--- config.mk ---
export PLATFORM = sky130hd
export DESIGN_NAME = bbe_ctrl
export DESIGN_NICKNAME = d
export VERILOG_FILES = /design/src/rtl/core/bbe_pkg.sv /design/src/rtl/core/bbe_ctrl.sv
export SDC_FILE = /design/constraint.sdc
export NUM_CORES = 1
export LEC_CHECK = 0
export ABC_AREA = 0
export BUFFER_PORTS_ARGS = -buffer_cell sky130_fd_sc_hd__buf_4
export CORE_AREA = 2 2 39 41
export CTS_CLUSTER_DIAMETER = 40
export DETAILED_ROUTE_END_ITERATION = 12
export DIE_AREA = 0 0 41 43
export SYNTH_ARGS = -nofsm -noshare
export SYNTH_HDL_FRONTEND = slang
export SYNTH_SLANG_ARGS = --single-unit
--- constraint.sdc ---
create_clock -name i_clk -period 1.6 [get_ports i_clk]
set_clock_uncertainty 0.2 [all_clocks]
set_input_delay 0.24 -clock i_clk [delete_from_list [all_inputs] [get_ports i_clk]]
set_output_delay 0.24 -clock i_clk [all_outputs]
set_load 0.05 [all_outputs]
--- src/rtl/core/bbe_pkg.sv ---
// ----------------------------------------------------------------------------
// bbe_pkg
// Shared constants, types and codes for the 3x3 edge-averaging box blur.
// ----------------------------------------------------------------------------
package bbe_pkg;

    localparam int MAX_WIDTH  = 1024;
    localparam int COL_W      = $clog2(MAX_WIDTH);
    localparam int FW_W       = 11;
    localparam int FH_W       = 16;
    localparam int ROW_W      = FH_W + 1;
    localparam int PIX_W      = 24;
    localparam int CH_W       = 8;
    localparam int SUM_W      = 12;
    localparam int CNT_W      = 4;
    localparam int NUM_W      = 13;
    localparam int DEN_W      = 5;
    localparam int STEP_W     = 4;
    localparam int CFG_IDX_W  = 8;
    localparam int CFG_DATA_W = 16;

    localparam logic [CFG_IDX_W-1:0] REG_IMAGE_WIDTH  = CFG_IDX_W'(0);
    localparam logic [CFG_IDX_W-1:0] REG_IMAGE_HEIGHT = CFG_IDX_W'(1);

    localparam logic [FW_W-1:0] WIDTH_RESET  = FW_W'(MAX_WIDTH);
    localparam logic [FH_W-1:0] HEIGHT_RESET = FH_W'(1);

    typedef enum logic [2:0] {
        S_IDLE,
        S_CHECK,
        S_SHIFT,
        S_SUM,
        S_DIV,
        S_OUT
    } t_state;

    typedef struct packed {
        logic load;
        logic rd;
        logic shift;
        logic sum;
        logic div_step;
        logic out_load;
    } t_cmd;

    typedef struct packed {
        logic drop;
        logic emit;
        logic div_done;
        logic out_free;
    } t_status;

endpackage

--- src/rtl/core/bbe_ctrl.sv ---
// ----------------------------------------------------------------------------
// bbe_ctrl
// Sequencer: accept, check, line-store read, window shift, sum, divide, output.
// ----------------------------------------------------------------------------
module bbe_ctrl (
    input  logic             i_clk,
    input  logic             i_rst_n,
    input  logic             i_valid,
    input  bbe_pkg::t_status i_status,
    output logic             o_ready,
    output bbe_pkg::t_cmd    o_cmd
);

    bbe_pkg::t_state r_state;
    bbe_pkg::t_state n_state;

    always_ff @(posedge i_clk) begin
        if (!i_rst_n) begin
            r_state <= bbe_pkg::S_IDLE;
        end else begin
            r_state <= n_state;
        end
    end

    always_comb begin
        n_state = r_state;
        o_cmd   = '0;
        o_ready = 1'b0;
        case (r_state)
            bbe_pkg::S_IDLE: begin
                o_ready = 1'b1;
                if (i_valid) begin
                    o_cmd.load = 1'b1;
                    n_state    = bbe_pkg::S_CHECK;
                end
            end
            bbe_pkg::S_CHECK: begin
                if (i_status.drop) begin
                    n_state = bbe_pkg::S_IDLE;
                end else begin
                    o_cmd.rd = 1'b1;
                    n_state  = bbe_pkg::S_SHIFT;
                end
            end
            bbe_pkg::S_SHIFT: begin
                o_cmd.shift = 1'b1;
                n_state     = i_status.emit ? bbe_pkg::S_SUM : bbe_pkg::S_IDLE;
            end
            bbe_pkg::S_SUM: begin
                o_cmd.sum = 1'b1;
                n_state   = bbe_pkg::S_DIV;
            end
            bbe_pkg::S_DIV: begin
                o_cmd.div_step = 1'b1;
                if (i_status.div_done) begin
                    n_state = bbe_pkg::S_OUT;
                end
            end
            bbe_pkg::S_OUT: begin
                if (i_status.out_free) begin
                    o_cmd.out_load = 1'b1;
                    n_state        = bbe_pkg::S_IDLE;
                end
            end
            default: begin
                n_state = bbe_pkg::S_IDLE;
            end
        endcase
    end

endmodule

==> results.txt, run 1 <==
DP HPWL - 427.5 µm
pin count of the biggest net entering global routing - 10
placed inst area - 357.8 µm²
net switching fraction of the power - 33.44%
root buffer cell - clkbuf_4
Antenna Nets Post-Route - 0
post-synthesis area per instance - 8.714 µm²
YS warnings - 0
Yosys cell types - 19
clk buf depth - 2
R2R Setup Slk - 360 ps
DIE AREA - 1763 µm²
First DRT Iteration DRCs - 4
Worst VDD drop - 378.4 µV
Slew HR - 85.61%
clk slew on worst S/H paths - 40 ps
hold_buf cts - 0
post-route cell area - 425.4 µm²
# port buffers - 13
final total power - 354.2 µW
biggest regs - r_state (3)
internal cell power - 235.8 µW
Setup TNS Final - 0 ps
outcome - complete, no violations
RD Place Congestion - 0.7585
drt first pass iters - 3
max-slew violation count - 0
RSZ-0062 raised after global routing - yes
Pwr per Cell Area - 832.7 nW/µm²
sequential fraction of design power - 26.2%
Starting Density - 17.63%
Worst Hold End - r_state[2]$_SDFFE_PN0P_
Post-CTS Setup Repair Bufs - 0
Vias - 247
CP Cell Sequence - buf_6 > nor2_1 > and2_1 > buf_6
Core Area - 1384 µm²
hold depth - 2
final setup vio count - 0
first-pass GRT wire length - 814 µm
Clock Latency Late Sink - 230 ps
TritonCTS buffer count - 3
register area share after synthesis - 24.62%
Static Leak - 0.1916 nW
highest clock rate - 632.4 MHz
HP Start - i_rst_n
CP delay by family, top - flip-flops
critical path's largest stage delay - 350 ps
CP arrival - 1140 ps
Routed WL per cell - 9.183 µm
post-route DRC violation count - 0
CP Depth - 4
worst reg2reg path endpoint - r_state[0]$_SDFFE_PN0P_
Final nets - 52
Most flops, register - r_state
reg2reg start - r_state[2]$_SDFFE_PN0P_
syn nets - 35
clock power share - 37.3%
cell mode on critical path - buf_6
Largest register FFs - 3
initial antenna violation count - 0
final worst-path cycle share - 98.82%
Post-Syn Instances - 28
Hold Vio Cnt, Final - 0
# rows - 14
share of cells above drive strength 1 - 61.36%
Seq cells post-synth - 3
Setup Crit Path Kind - flop to output port
Crit path required time - 1160 ps
CP Buf/Inv Count - 2
Filler cells - 149
GRT Total Usage - 7.322%
Post-Syn Area - 244.0 µm²
H-tree levels - 1
CP Capture Type - output port
Comb pwr share - 36.5%
die height - 43 µm
antenna cells - 0
Die Wd - 41 µm
WL final - 551 µm
type of origin of the critical path - flop
Slew @ Worst Pin - 215.9 ps
type of the worst min-delay path - primary input to flop
CTS tree - built
vias per inst - 4.117
vias in the first global route - 219
Congestion Overflow GR - 0
Core Util, Final - 30.74%
Worst Reg-to-Reg Cells - 4
# IOs - 14
Sink Count - 3
slowest cell on the critical path - dfxtp_4
total of max-cap violations - 0
Net Sw Power - 118.5 µW
area delta synth->final - 74.36%
min cycle time layout - 1581 ps
worst-path fanout max - 6
cell usage after synthesis, drive strengths merged:
cell    number  share of area (%)
nor3         1                4.1
and4b        1                4.1
nand2b       1                2.6
nor2         2                3.1
inv          1                1.5
a21oi        2                4.1
and2         3                7.7
buf          3                 12
mux2i        1                4.1
o21a         1                3.1
nand2        2                3.1
a31oi        1                2.6
dfxtp        3                 25
o211a        1                4.1
nor3b        4                 16
nor2b        1                2.6
placed cells by master (no fill, tap or decap), drive strengths merged:
cell type,count
a21oi,2
a31oi,1
and2,3
and4b,1
buf,15
clkbuf,4
dfxtp,3
inv,1
mux2i,1
nand2,2
nand2b,1
nor2,2
nor2b,1
nor3,1
nor3b,4
o211a,1
o21a,1
what timing repair did:
action                     4_1_cts  5_1_grt
resized for setup                7        6
setup endpoints to repair        6        3
pin swaps                        1        1
worst reg2reg max path: cells and delay by family, from the launching register on:
family,cells,cell delay (ps)
simple gates,1,60
compound gates,2,310
buf+inv,1,170
flops,1,440
metrics by stage:
step                      setup WS, ps  hold WS (ps)  cells
after detailed placement         188.1         267.6     56
after global placement           179.3         269.8     56
after global routing            -58.22         34.34     60
final                            18.84         30.04     60
after CTS                        4.679         22.36     60
after floorplan                 -297.1         157.5     28
power groups by stage:
stage               clock network [mW]  registers, mW  logic, mW
floorplan                            0         0.0833     0.0915
detailed placement                   0         0.0913      0.113
global route                     0.149         0.0944      0.137
finish                           0.132         0.0929      0.129
CTS                              0.141         0.0917      0.119
global placement                     0         0.0912      0.115
cell families after synthesis:
logic type      after synthesis  share of synthesized area (%)
buf+inv                       4                          13.85
compound gates                5                          13.85
mux                           1                          4.103
simple gates                 15                          43.59
flops                         3                          24.62
worst max path at each step:
| stage | start | endpoint | slack (ps) |
|---|---|---|---|
| 3_3_place_gp | r_state[0]$_SDFFE_PN0P_ | o_cmd[1] | 180 |
| 5_1_grt | r_state[1]$_SDFFE_PN0P_ | o_cmd[4] | -60 |
| 6_report | r_state[0]$_SDFFE_PN0P_ | o_cmd[1] | 20 |
| 4_1_cts | r_state[1]$_SDFFE_PN0P_ | o_cmd[4] | 5 |
| 3_5_place_dp | r_state[0]$_SDFFE_PN0P_ | o_cmd[1] | 190 |
| 2_1_floorplan | r_state[2]$_SDFFE_PN0P_ | o_cmd[5] | -300 |
routing by layer:
metal	vias up	routed length [µm]	track usage (%)	part of all wire, %
met3	0	62	6.806	11
met1	109	233	9.295	42
met4	0	0	4.000	0
met2	10	255	7.813	46
li1	128	-	-	-
met5	-	0	0	0
layout make-up:
| class | count | area (µm²) | share of cell area (%) |
|---|---|---|---|
| multi-input combinational | 21 | 177.7 | 41.76 |
| timing repair buffer | 15 | 131.4 | 30.88 |
| sequential | 3 | 66.31 | 15.59 |
| clock buffer | 4 | 26.28 | 6.176 |
| tap | 16 | 20.02 | 4.706 |
| inverter | 1 | 3.754 | 0.8824 |
No activity file was read; power rests on OpenSTA's default activity.
==> run 2: changes to the inputs <==
==> constraint.sdc (replaced) <==
create_clock -name i_clk -period 1.6 [get_ports i_clk]
set_clock_uncertainty 0.2 [all_clocks]
set_input_delay 0.24 -clock i_clk [delete_from_list [all_inputs] [get_ports i_clk]]
set_output_delay 0.24 -clock i_clk [all_outputs]
set_load 0.1 [all_outputs]
==> run 2 against run 1 <==
  * The flow now finishes with violations (setup timing)
  * Total power up 21%
  * Sequential power about the same
  * Critical endpoint is now o_cmd[4]
  * Hold slack got worse by 12 ps
  * Highest routed layer is now met4
  * Sequential share of layout area decreased by 2.2 points
  * Utilization grew 6.3 points
  * Die area did not move
  * Critical path type unchanged
==> results.txt, run 2 (synthesized netlist as in run 1, its figures left out) <==
outcome - finished, violations left (was complete, no violations)
failing checks - setup timing
Comb pwr share - 45.9% (was 36.5%)
Die Wd - 41 µm (unchanged)
worst-path fanout max - 4 (was 6)
hold depth - 2 (unchanged)
Static Leak - 0.2173 nW (was 0.1916 nW)
TritonCTS buffer count - 3 (unchanged)
CTS tree - built (unchanged)
clk slew on worst S/H paths - 40 ps (about the same)
first-pass GRT wire length - 1035 µm (was 814 µm)
Clock Latency Late Sink - 240 ps (was 230 ps)
Antenna Nets Post-Route - 0 (unchanged)
WL final - 614 µm (was 551 µm)
Crit path required time - 1160 ps (about the same)
Worst Reg-to-Reg Cells - 5 (was 4)
Largest register FFs - 3 (unchanged)
internal cell power - 253.8 µW (was 235.8 µW)
Routed WL per cell - 9.903 µm (was 9.183 µm)
net switching fraction of the power - 40.70% (was 33.44%)
Pwr per Cell Area - 834.4 nW/µm² (was 832.7 nW/µm²)
GR peak layer - met2 (was met1)
pin count of the biggest net entering global routing - 10 (unchanged)
max-slew violation count - 0 (unchanged)
final setup vio count - 1 (was 0)
final worst-path cycle share - 100.6% (was 98.82%)
# port buffers - 13 (unchanged)
Most flops, register - r_state (unchanged)
initial antenna violation count - 0 (unchanged)
min cycle time layout - 1610 ps (was 1581 ps)
highest clock rate - 621.0 MHz (was 632.4 MHz)
biggest regs - r_state (3) (unchanged)
share of cells above drive strength 1 - 71.74% (was 61.36%)
most frequent cells in the layout - buf_4 (10), buf_12 (5), clkbuf_4 (3) (was buf_4 (11), clkbuf_4 (3), buf_6 (3))
Congestion Overflow GR - 0 (unchanged)
Net Sw Power - 174.2 µW (was 118.5 µW)
type of origin of the critical path - flop (unchanged)
GR Layer Usage met2 - 11.56% (was 7.813%)
final total power - 428.1 µW (was 354.2 µW)
worst hold margin - 18.32 ps (was 30.04 ps)
met3 Usage GRT - 3.665% (was 6.806%)
CP arrival - 1170 ps (was 1140 ps)
Setup Crit Path Kind - flop to output port (unchanged)
Sink Count - 3 (unchanged)
RD Place Congestion - 0.7011 (was 0.7585)
post-route cell area - 513.0 µm² (was 425.4 µm²)
vias per inst - 4.242 (was 4.117)
type of the worst min-delay path - primary input to flop (unchanged)
# IOs - 14 (unchanged)
First DRT Iteration DRCs - 3 (was 4)
root buffer cell - clkbuf_4 (unchanged)
drt first pass iters - 4 (was 3)
GR Util met1 - 10.90% (was 9.295%)
DP HPWL - 466 µm (was 427.5 µm)
area delta synth->final - 110.3% (was 74.36%)
GRT Total Usage - 9.328% (was 7.322%)
Core Area - 1384 µm² (unchanged)
RSZ-0062 raised after global routing - yes (unchanged)
Slew @ Worst Pin - 277.5 ps (was 215.9 ps)
Placed Instances - 57 (was 56)
Vias - 263 (was 247)
post-route DRC violation count - 0 (unchanged)
hold_buf cts - 0 (unchanged)
# rows - 14 (unchanged)
clk buf depth - 2 (unchanged)
clock power share - 32.3% (was 37.3%)
Final nets - 54 (was 52)
total of max-cap violations - 0 (unchanged)
placed inst area - 385.4 µm² (was 357.8 µm²)
sequential fraction of design power - 21.7% (was 26.2%)
fin cells - 62 (was 60)
DIE AREA - 1763 µm² (unchanged)
Slew HR - 81.65% (was 85.61%)
Starting Density - 17.63% (unchanged)
CP Capture Type - output port (unchanged)
most common cell after layout, fill and taps aside - buf_4 (unchanged)
die height - 43 µm (unchanged)
Setup TNS Final - -10.29 ps (was 0 ps)
setup ws final - -10.29 ps (was 18.84 ps)
antenna cells - 0 (unchanged)
Hold Vio Cnt, Final - 0 (unchanged)
Worst VDD drop - 297.6 µV (was 378.4 µV)
H-tree levels - 1 (unchanged)
vias in the first global route - 247 (was 219)
==> run 2: layout make-up <==
class | instances | area [µm²]
Tap cell | 16 | 20.02
Timing Repair Buffer | 17 | 197.7
Sequential cell | 3 | 68.82
Inverter | 1 | 3.754
Multi-Input combinational cell | 21 | 196.4
Fill cell | 143 | 870.8
Clock buffer | 4 | 26.28
==> run 2: what timing repair did <==
action,CTS,global route
setup endpoints to repair,7,5
pin swaps,2,1
buffers inserted,1,0
gates resized for setup,23,3
==> run 2: per-stage QoR <==
step           utilization (%)  setup slack [ps]
2_1_floorplan                -            -550.4
6_report                 37.07            -10.29
3_3_place_gp             27.85             94.34
4_1_cts                  35.99            -21.58
5_1_grt                  37.07            -65.57
3_5_place_dp             27.85             82.63
==> run 2: per-layer routing <==
layer / vias up / share of wire, %
li1: 133 / -
met4: 0 / 2.0
met1: 120 / 42
met5: - / 0
met3: 2 / 4.6
met2: 8 / 51
==> run 2: critical path, stage by stage (launching register included) <==
cell and delay [ps]:
dfxtp_4 370, nor3b_4 190, nor2b_4 180, buf_12 180
==> run 2: power by group through the flow <==
| stage | Clock [mW] | Combinational (mW) | Sequential (mW) |
|---|---|---|---|
| after floorplan | 0 | 0.143 | 0.0833 |
| after global placement | 0 | 0.165 | 0.0913 |
| after detailed placement | 0 | 0.165 | 0.0917 |
| after CTS | 0.145 | 0.190 | 0.0925 |
| after global routing | 0.154 | 0.204 | 0.0943 |
| final | 0.138 | 0.197 | 0.0930 |
==> run 2: path summary, 6_finish.rpt <==
kind                                start                 endpoint  slack, ps
setup / recovery  r_state[0]$_SDFFE_PN0P_                 o_cmd[4]        -10
hold reg to reg   r_state[1]$_SDFFE_PN0P_  r_state[0]$_SDFFE_PN0P_        470
hold / removal                    i_rst_n  r_state[2]$_SDFFE_PN0P_         20
setup reg to reg  r_state[0]$_SDFFE_PN0P_  r_state[1]$_SDFFE_PN0P_        360
